==> config.mk <==
export PLATFORM = sky130hd
export DESIGN_NAME = nearest_color_recolor_flat
export DESIGN_NICKNAME = d
export VERILOG_FILES = /design/src/hdl/ncr_pkg.sv /design/src/hdl/ncr_stream_if.sv /design/src/hdl/ncr_cfg_regs.sv /design/src/hdl/nearest_color_recolor.sv /design/src/flat_wrapper.sv
export VERILOG_INCLUDE_DIRS = /design/src /design/src/hdl
export SDC_FILE = /design/constraint.sdc
export NUM_CORES = 2
export LEC_CHECK = 0
export BUFFER_PORTS_ARGS = -buffer_cell sky130_fd_sc_hd__clkbuf_2
export CORE_AREA = 5 5 273 541
export CTS_CLUSTER_DIAMETER = 30
export DETAILED_ROUTE_END_ITERATION = 8
export DIE_AREA = 0 0 278 546
export PLACE_DENSITY = 0.71
export SLEW_MARGIN = 20
export SYNTH_ARGS = -nofsm -noshare
export SYNTH_HDL_FRONTEND = slang
export SYNTH_SLANG_ARGS = --single-unit
==> constraint.sdc <==
create_clock -name clk -period 39.6 [get_ports clk]
set_input_delay 9.9 -clock clk [delete_from_list [all_inputs] [get_ports clk]]
set_output_delay 9.9 -clock clk [all_outputs]
set_load 0.01 [all_outputs]
==> src/hdl/nearest_color_recolor_macros.svh <==
// ----------------------------------------------------------------------------
// Assertion macros for the nearest colour recolouring block
// Shared property wrappers, clocked on clk and disabled while arst_n is low.
// ----------------------------------------------------------------------------
`ifndef NEAREST_COLOR_RECOLOR_MACROS_SVH
`define NEAREST_COLOR_RECOLOR_MACROS_SVH

// Consequent must hold in the same cycle as the antecedent.
`define NCR_ASSERT_NOW(lbl, ante, cons, msg) \
	lbl: assert property (@(posedge clk) disable iff (!arst_n) (ante) |-> (cons)) \
		else $error(msg);

// Consequent must hold in the cycle after the antecedent.
`define NCR_ASSERT_NEXT(lbl, ante, cons, msg) \
	lbl: assert property (@(posedge clk) disable iff (!arst_n) (ante) |=> (cons)) \
		else $error(msg);

`endif

==> src/hdl/ncr_pkg.sv <==
// ----------------------------------------------------------------------------
// ncr_pkg
// Types, register codes and helper functions of the nearest colour recolouring
// block.
// ----------------------------------------------------------------------------
`default_nettype none

package ncr_pkg;

	localparam int NUM_SLOTS = 6;
	localparam int ADDR_W    = 6;
	localparam int DATA_W    = 64;
	localparam int IDX_W     = 3;
	localparam int DIST_W    = 18;

	localparam logic [DIST_W-1:0] TOL_RESET = DIST_W'(40 * 40);
	localparam logic [7:0]         BYTE_MAX  = 8'd255;

	localparam logic [2:0] REG_ENTRY_COUNT = 3'd0;
	localparam logic [2:0] REG_TOLERANCE   = 3'd1;
	localparam logic [2:0] REG_ENTRY_0     = 3'd2;
	localparam logic [2:0] REG_ENTRY_1     = 3'd3;
	localparam logic [2:0] REG_ENTRY_2     = 3'd4;
	localparam logic [2:0] REG_ENTRY_3     = 3'd5;
	localparam logic [2:0] REG_ENTRY_4     = 3'd6;
	localparam logic [2:0] REG_ENTRY_5     = 3'd7;

	typedef struct packed {
		logic [7:0] r;
		logic [7:0] g;
		logic [7:0] b;
	} rgb_t;

	typedef struct packed {
		rgb_t src;
		rgb_t dst;
	} entry_t;

	typedef struct packed {
		logic [2:0]                   entry_count;
		logic [DIST_W-1:0]            tolerance;
		entry_t [NUM_SLOTS-1:0]       entry;
	} cfg_t;

	typedef struct packed {
		logic [7:0] pixel_red;
		logic [7:0] pixel_green;
		logic [7:0] pixel_blue;
		logic [7:0] pixel_alpha;
	} in_word_t;

	typedef struct packed {
		logic [7:0]       out_red;
		logic [7:0]       out_green;
		logic [7:0]       out_blue;
		logic [7:0]       out_alpha;
		logic             matched;
		logic [IDX_W-1:0] match_index;
	} out_word_t;

	function automatic logic [7:0] abs_diff(input logic [7:0] a, input logic [7:0] b);
		abs_diff = (a > b) ? (a - b) : (b - a);
	endfunction

	function automatic logic [DIST_W-1:0] sq_dist(input rgb_t d);
		logic [15:0] rr;
		logic [15:0] gg;
		logic [15:0] bb;
		rr = 16'(d.r) * 16'(d.r);
		gg = 16'(d.g) * 16'(d.g);
		bb = 16'(d.b) * 16'(d.b);
		sq_dist = {2'b00, rr} + {2'b00, gg} + {2'b00, bb};
	endfunction

	function automatic logic [7:0] shift_sat(input logic [7:0] px, input logic [7:0] dst,
			input logic [7:0] src);
		logic [9:0] s;
		s = {2'b00, px} + {2'b00, dst} - {2'b00, src};
		if (s[9]) begin
			shift_sat = 8'd0;
		end else if (s[8]) begin
			shift_sat = BYTE_MAX;
		end else begin
			shift_sat = s[7:0];
		end
	endfunction

endpackage

`default_nettype wire

==> src/hdl/ncr_stream_if.sv <==
// ----------------------------------------------------------------------------
// ncr_stream_if
// Valid/ready stream channel carrying one word of a chosen type.
// ----------------------------------------------------------------------------
`default_nettype none

interface ncr_stream_if #(parameter type word_t = logic [7:0]);

	logic  valid;
	logic  ready;
	word_t word;

	modport source (output valid, output word, input ready);
	modport sink (input valid, input word, output ready);

endinterface

`default_nettype wire

==> src/hdl/ncr_cfg_regs.sv <==
// ----------------------------------------------------------------------------
// ncr_cfg_regs
// APB register file holding the entry count, the tolerance and the six
// palette entries.
// ----------------------------------------------------------------------------
`default_nettype none

module ncr_cfg_regs
	import ncr_pkg::*;
(
	input  wire logic              clk,
	input  wire logic              arst_n,
	input  wire logic              psel,
	input  wire logic              penable,
	input  wire logic              pwrite,
	input  wire logic [ADDR_W-1:0] paddr,
	input  wire logic [DATA_W-1:0] pwdata,
	output logic      [DATA_W-1:0] prdata,
	output logic                   pready,
	output cfg_t                   cfg
);

	cfg_t       cfg_q;
	logic       wr_en;
	logic [2:0] reg_sel;

	assign pready  = 1'b1;
	assign wr_en   = psel && penable && pwrite;
	assign reg_sel = paddr[5:3];
	assign cfg     = cfg_q;

	always_ff @(posedge clk or negedge arst_n) begin
		if (!arst_n) begin
			cfg_q.entry_count <= 3'd0;
			cfg_q.tolerance   <= TOL_RESET;
			cfg_q.entry       <= '0;
		end else if (wr_en) begin
			case (reg_sel)
				REG_ENTRY_COUNT: cfg_q.entry_count <= pwdata[2:0];
				REG_TOLERANCE:   cfg_q.tolerance   <= pwdata[DIST_W-1:0];
				REG_ENTRY_0:     cfg_q.entry[0]    <= pwdata[47:0];
				REG_ENTRY_1:     cfg_q.entry[1]    <= pwdata[47:0];
				REG_ENTRY_2:     cfg_q.entry[2]    <= pwdata[47:0];
				REG_ENTRY_3:     cfg_q.entry[3]    <= pwdata[47:0];
				REG_ENTRY_4:     cfg_q.entry[4]    <= pwdata[47:0];
				REG_ENTRY_5:     cfg_q.entry[5]    <= pwdata[47:0];
				default: begin
				end
			endcase
		end
	end

	always_comb begin
		case (reg_sel)
			REG_ENTRY_COUNT: prdata = {61'd0, cfg_q.entry_count};
			REG_TOLERANCE:   prdata = {{(DATA_W-DIST_W){1'b0}}, cfg_q.tolerance};
			REG_ENTRY_0:     prdata = {16'd0, cfg_q.entry[0]};
			REG_ENTRY_1:     prdata = {16'd0, cfg_q.entry[1]};
			REG_ENTRY_2:     prdata = {16'd0, cfg_q.entry[2]};
			REG_ENTRY_3:     prdata = {16'd0, cfg_q.entry[3]};
			REG_ENTRY_4:     prdata = {16'd0, cfg_q.entry[4]};
			REG_ENTRY_5:     prdata = {16'd0, cfg_q.entry[5]};
			default:         prdata = '0;
		endcase
	end

endmodule

`default_nettype wire

==> src/hdl/nearest_color_recolor.sv <==
// ----------------------------------------------------------------------------
// nearest_color_recolor
// Replaces each pixel's colour by shifting it towards the target of the
// nearest palette entry, when that entry lies within the tolerance.
// ----------------------------------------------------------------------------
// Pixels arrive on pixel_in, one RGBA word per handshake, and results leave
// on pixel_out with the recoloured RGB, the untouched alpha, a matched flag
// and the index of the matching entry.
// The palette, entry count and tolerance sit behind the APB port; the user must
// write them only while the stream is idle, as the block does not enforce it.
// The pipeline has four register stages: channel differences, squared
// distances, nearest-entry search and offset with saturation. One word is
// taken every cycle, limited by nothing but the handshakes.
// When the receiver stalls, each stage holds its word and pixel_in keeps
// accepting until every stage is full, so nothing is lost or repeated.
// Reset empties the pipeline at once, clears the entry count and the palette
// and loads a tolerance of 1600.
// ----------------------------------------------------------------------------
`default_nettype none

`include "nearest_color_recolor_macros.svh"

module nearest_color_recolor
	import ncr_pkg::*;
#(
	parameter int NUM_ENTRIES = 6
) (
	input  wire logic              clk,
	input  wire logic              arst_n,
	ncr_stream_if.sink             pixel_in,
	ncr_stream_if.source           pixel_out,
	input  wire logic              psel,
	input  wire logic              penable,
	input  wire logic              pwrite,
	input  wire logic [ADDR_W-1:0] paddr,
	input  wire logic [DATA_W-1:0] pwdata,
	output logic      [DATA_W-1:0] prdata,
	output logic                   pready
);

	localparam int LANES = NUM_ENTRIES;

	cfg_t cfg;

	ncr_cfg_regs u_regs (
		.clk     (clk),
		.arst_n  (arst_n),
		.psel    (psel),
		.penable (penable),
		.pwrite  (pwrite),
		.paddr   (paddr),
		.pwdata  (pwdata),
		.prdata  (prdata),
		.pready  (pready),
		.cfg     (cfg)
	);

	logic free_s1, free_s2, free_s3, free_s4;
	logic v_s1, v_s2, v_s3, v_s4;

	in_word_t          px_s1, px_s2, px_s3;
	rgb_t              diff_s1 [LANES];
	logic [LANES-1:0]  act_s1, act_s2;
	logic [DIST_W-1:0] dist_s2 [LANES];
	logic              matched_s3;
	logic [IDX_W-1:0]  idx_s3;
	out_word_t         out_s4;

	logic              found;
	logic [DIST_W-1:0] best_d;
	logic [IDX_W-1:0]  best_i;
	entry_t            sel_entry;
	out_word_t         out_c;
	rgb_t              px_rgb;

	assign free_s4 = !v_s4 || pixel_out.ready;
	assign free_s3 = !v_s3 || free_s4;
	assign free_s2 = !v_s2 || free_s3;
	assign free_s1 = !v_s1 || free_s2;

	assign pixel_in.ready  = free_s1;
	assign pixel_out.valid = v_s4;
	assign pixel_out.word  = out_s4;

	assign px_rgb = '{r: pixel_in.word.pixel_red, g: pixel_in.word.pixel_green,
		b: pixel_in.word.pixel_blue};

	always_ff @(posedge clk or negedge arst_n) begin
		if (!arst_n) begin
			v_s1 <= 1'b0;
			v_s2 <= 1'b0;
			v_s3 <= 1'b0;
			v_s4 <= 1'b0;
		end else begin
			if (free_s1) begin
				v_s1 <= pixel_in.valid;
			end
			if (free_s2) begin
				v_s2 <= v_s1;
			end
			if (free_s3) begin
				v_s3 <= v_s2;
			end
			if (free_s4) begin
				v_s4 <= v_s3;
			end
		end
	end

	always_ff @(posedge clk) begin
		if (free_s1) begin
			px_s1 <= pixel_in.word;
			for (int k = 0; k < LANES; k++) begin
				diff_s1[k].r <= abs_diff(cfg.entry[k].src.r, px_rgb.r);
				diff_s1[k].g <= abs_diff(cfg.entry[k].src.g, px_rgb.g);
				diff_s1[k].b <= abs_diff(cfg.entry[k].src.b, px_rgb.b);
				act_s1[k]    <= cfg.entry_count > 3'(k);
			end
		end
	end

	always_ff @(posedge clk) begin
		if (free_s2) begin
			px_s2  <= px_s1;
			act_s2 <= act_s1;
			for (int k = 0; k < LANES; k++) begin
				dist_s2[k] <= sq_dist(diff_s1[k]);
			end
		end
	end

	always_comb begin
		found  = 1'b0;
		best_d = '0;
		best_i = '0;
		for (int k = 0; k < LANES; k++) begin
			if (act_s2[k] && (!found || dist_s2[k] < best_d)) begin
				found  = 1'b1;
				best_d = dist_s2[k];
				best_i = IDX_W'(k);
			end
		end
	end

	always_ff @(posedge clk) begin
		if (free_s3) begin
			px_s3      <= px_s2;
			matched_s3 <= found && (best_d <= cfg.tolerance);
			idx_s3     <= best_i;
		end
	end

	assign sel_entry = cfg.entry[idx_s3];

	always_comb begin
		out_c.out_alpha = px_s3.pixel_alpha;
		if (matched_s3) begin
			out_c.out_red     = shift_sat(px_s3.pixel_red, sel_entry.dst.r, sel_entry.src.r);
			out_c.out_green   = shift_sat(px_s3.pixel_green, sel_entry.dst.g,
				sel_entry.src.g);
			out_c.out_blue    = shift_sat(px_s3.pixel_blue, sel_entry.dst.b, sel_entry.src.b);
			out_c.matched     = 1'b1;
			out_c.match_index = idx_s3;
		end else begin
			out_c.out_red     = px_s3.pixel_red;
			out_c.out_green   = px_s3.pixel_green;
			out_c.out_blue    = px_s3.pixel_blue;
			out_c.matched     = 1'b0;
			out_c.match_index = '0;
		end
	end

	always_ff @(posedge clk) begin
		if (free_s4) begin
			out_s4 <= out_c;
		end
	end

	`NCR_ASSERT_NEXT(a_accept_lands, pixel_in.valid && pixel_in.ready, v_s1,
		"accepted word did not reach the first stage")
	`NCR_ASSERT_NOW(a_bubble_ready, !v_s1 || !v_s2 || !v_s3 || !v_s4, pixel_in.ready,
		"pipeline has an empty stage but refuses input")
	`NCR_ASSERT_NOW(a_index_range, v_s3 && matched_s3, idx_s3 < IDX_W'(LANES),
		"matched index lies beyond the palette lanes")
	`NCR_ASSERT_NOW(a_unmatched_index, v_s4 && !out_s4.matched, out_s4.match_index == '0,
		"unmatched word carries a non-zero index")

endmodule

`default_nettype wire

==> src/flat_wrapper.sv <==
// flat-port wrapper written by rule: the top's interface ports become plain ports
module nearest_color_recolor_flat import ncr_pkg::*;
#(
	parameter int NUM_ENTRIES = 6
)
  (clk, arst_n, psel, penable, pwrite, paddr, pwdata, prdata, pready, pixel_in_valid, pixel_in_word, pixel_in_ready, pixel_out_valid, pixel_out_word, pixel_out_ready);
  ncr_stream_if #(.word_t(in_word_t)) pixel_in_i ();
  ncr_stream_if #(.word_t(out_word_t)) pixel_out_i ();
  input  wire logic clk;
  input  wire logic arst_n;
  input  wire logic psel;
  input  wire logic penable;
  input  wire logic pwrite;
  input  wire logic [ADDR_W-1:0] paddr;
  input  wire logic [DATA_W-1:0] pwdata;
  output logic      [DATA_W-1:0] prdata;
  output logic pready;
  input wire logic [$bits(pixel_in_i.valid)-1:0] pixel_in_valid;
  input wire logic [$bits(pixel_in_i.word)-1:0] pixel_in_word;
  output wire logic [$bits(pixel_in_i.ready)-1:0] pixel_in_ready;
  output wire logic [$bits(pixel_out_i.valid)-1:0] pixel_out_valid;
  output wire logic [$bits(pixel_out_i.word)-1:0] pixel_out_word;
  input wire logic [$bits(pixel_out_i.ready)-1:0] pixel_out_ready;
  assign pixel_in_i.valid = pixel_in_valid;
  assign pixel_in_i.word = pixel_in_word;
  assign pixel_in_ready = pixel_in_i.ready;
  assign pixel_out_valid = pixel_out_i.valid;
  assign pixel_out_word = pixel_out_i.word;
  assign pixel_out_i.ready = pixel_out_ready;
  nearest_color_recolor #(.NUM_ENTRIES(NUM_ENTRIES)) u_core (.clk(clk), .arst_n(arst_n), .pixel_in(pixel_in_i), .pixel_out(pixel_out_i), .psel(psel), .penable(penable), .pwrite(pwrite), .paddr(paddr), .pwdata(pwdata), .prdata(prdata), .pready(pready));
endmodule
==> results_dict.tcl <==
set metrics [dict create \
    cts_made_buffers 96 \
    synthCells 7844 \
    maxClockFrequency_mhz 43.8 \
    clkTransAtPathRegs_ns 0.07 \
    gp_congestion 1.03 \
    vias_per_cell 5.81 \
    post-dp-hpwl_mm 193 \
    cap_violations 0 \
    grt_use_total 0.311 \
    grt_pass1_vias 63019 \
    worstPathMaxFanout 38 \
    critPathLaunchType "input port" \
    grt_pass1_wl_mm 359 \
    initial_core_util 0.547 \
    seq_area_frac_synth 0.254 \
    netlist_area_mm2 0.0781 \
    drt_wl_total_mm 237 \
    relSlewSlack 0.207 \
    cts_resized 0 \
    h-tree-depth 3 \
    synth_edf_count 400 \
    core_mm2 0.143 \
    post-route-period-util 0.576 \
    dpl_worst_slack_ns 16.92 \
    drc 0 \
    ctsHoldBuffers 0 \
    tightest_slew_ns 1.19 \
    postCtsSetupRepairBufs 0 \
    ys_types 77 \
    die_w_um 278 \
    drt_first_pass_iters 6 \
    synth_area_per_cell_um2 9.95 \
    finalCriticalPeriod_ns 22.82 \
    cp-end-kind "output port" \
    arrival_ns 12.92 \
    yosysTopAreaCell "fa_1" \
    drv_slew 0 \
    final.setup.tns_ns 0 \
    rsz0062_at_grt "false" \
    clock-sinks 713 \
    crit_type "in2out" \
    netlist.area_leader.share 0.189 \
    die_h_um 546 \
    antenna_found_initial 13 \
    grt_max_degree 79 \
    vias 57854 \
    synth.most_common_cell "inv_1" \
    hold_path.class "reg2reg" \
    portBuffers 175 \
    die-area_mm2 0.152 \
    layout-drive-gt1-share 0.0993 \
    async_reset_ff_frac 0.439 \
    ys_ff_latch 713 \
    root_buffer "clkbuf_16" \
    grt_overflow 0 \
    wl_per_cell_um 23.8 \
    ant_nets 0 \
    cts_tree "built" \
    clk_latency_ns 0.74 \
    io_pins 212 \
    syn2layout_area_growth_pct 8.26 \
    max-clock-path-buffers 3 \
    fin_skew_ns 0.0612 \
    drt_iter0_markers 3146 \
    yosysWarnings 0 \
    status "finished clean" \
    fin_nets 9825 \
    ys_top_cells_by_count "inv_1, ha_1, fa_1" \
    finalSetupViolCount 0 \
    num_rows 196 \
    setup_ws_ns 16.78 \
    ys.flop_type "edfxtp_1" \
    hold_viol 0 \
    cp.required_ns 29.70 \
    ys_top_cells_by_area "fa_1, ha_1, edfxtp_1" \
]
worst paths after layout:
path                                   from                        to  slack [ns]  cells past startpoint
hold / removal              u_core.out_c[5]  u_core.pixel_out.word[5]        0.42                      0
setup / recovery                   paddr[3]                prdata[41]       16.78                     10
hold reg to reg             u_core.out_c[5]  u_core.pixel_out.word[5]        0.42                      0
setup reg to reg           u_core.act_s2[0]         u_core.matched_s3       24.75                     61
min in group asynchronous            arst_n               u_core.v_s2        9.11                      1
max in group asynchronous            arst_n    u_core.u_regs.cfg[101]       27.57                      4
cell families after synthesis:
| family | count (synthesis) | share of synthesized area |
|---|---|---|
| AND/OR/NAND/NOR | 1609 | 0.101 |
| adder cells (fa/ha/maj) | 1736 | 0.349 |
| multiplexers | 493 | 0.0759 |
| AO/OA/AOI/OAI | 1193 | 0.0961 |
| buffers and inverters | 1766 | 0.0861 |
| XOR/XNOR | 332 | 0.0373 |
| flip-flops | 713 | 0.254 |
| other | 2 | 0.0000962 |
final cells by class:
type | instances | area, µm²
Fill cell | 12275 | 58200
Tap cell | 1881 | 2350
Clock buffer | 111 | 2490
Timing Repair Buffer | 238 | 1360
Multi-Input combinational cell | 5380 | 51700
Antenna cell | 10 | 25.0
Inverter | 1551 | 5820
Sequential cell | 713 | 19800
Clock inverter | 71 | 865
state kept, by name, summed over array words and instances (netlist names):
| name | count |
|---|---|
| u_core.matched_s3 | 1 |
| u_core.u_regs.cfg | 309 |
| u_core.dist_s2 | 108 |
| u_core.idx_s3 | 3 |
| u_core.pixel_out.valid | 1 |
| u_core.diff_s1 | 144 |
| u_core.act_s2 | 6 |
| u_core.v_s2 | 1 |
| u_core.px_s3 | 24 |
| u_core.px_s1 | 32 |
| u_core.out_c | 8 |
| u_core.act_s1 | 6 |
| u_core.v_s3 | 1 |
| u_core.v_s1 | 1 |
| u_core.pixel_out.word | 36 |
| u_core.px_s2 | 32 |
through the flow:
stage	area [µm²]	std cells	hold WS, ns	utilization
floorplan	78100	7859	0.400	-
global placement	81100	9763	0.400	0.568
detailed placement	81100	9763	0.405	0.568
CTS	84500	9945	0.417	0.592
global route	84500	9948	0.422	0.592
finish	84500	9955	0.416	0.592
cell usage in the layout, fill, tap and decap left out, types with 239 or more instances in the layout:
cell	synthesis	routed
dfrtp_1	310	310
nand2_1	634	633
fa_1	738	738
ha_1	998	998
inv_1	1551	1549
o21ai_0	371	371
edfxtp_1	400	400
xnor2_1	239	239
and2_1	296	296
a21oi_1	307	307
mux2_2	258	258
layer usage:
metal,vias to the layer above,wire (µm),share of wire,track usage
met3,979,12300,0.052,0.0465
li1,26142,-,-,-
met2,2113,121000,0.51,0.563
met5,-,30,0.00013,0
met1,28616,73900,0.31,0.295
met4,4,29500,0.12,0.293
critical path, stage by stage:
cell	delay, ns
clkbuf_2	0.08
buf_4	0.47
nor2b_1	0.12
nor2b_2	0.17
buf_4	0.29
inv_1	0.81
o22ai_1	0.20
a221oi_1	0.29
o221ai_1	0.33
clkbuf_2	0.23
Power is not shown: default switching activity piles up to over one toggle a cycle in this logic, so the estimate is an artifact.
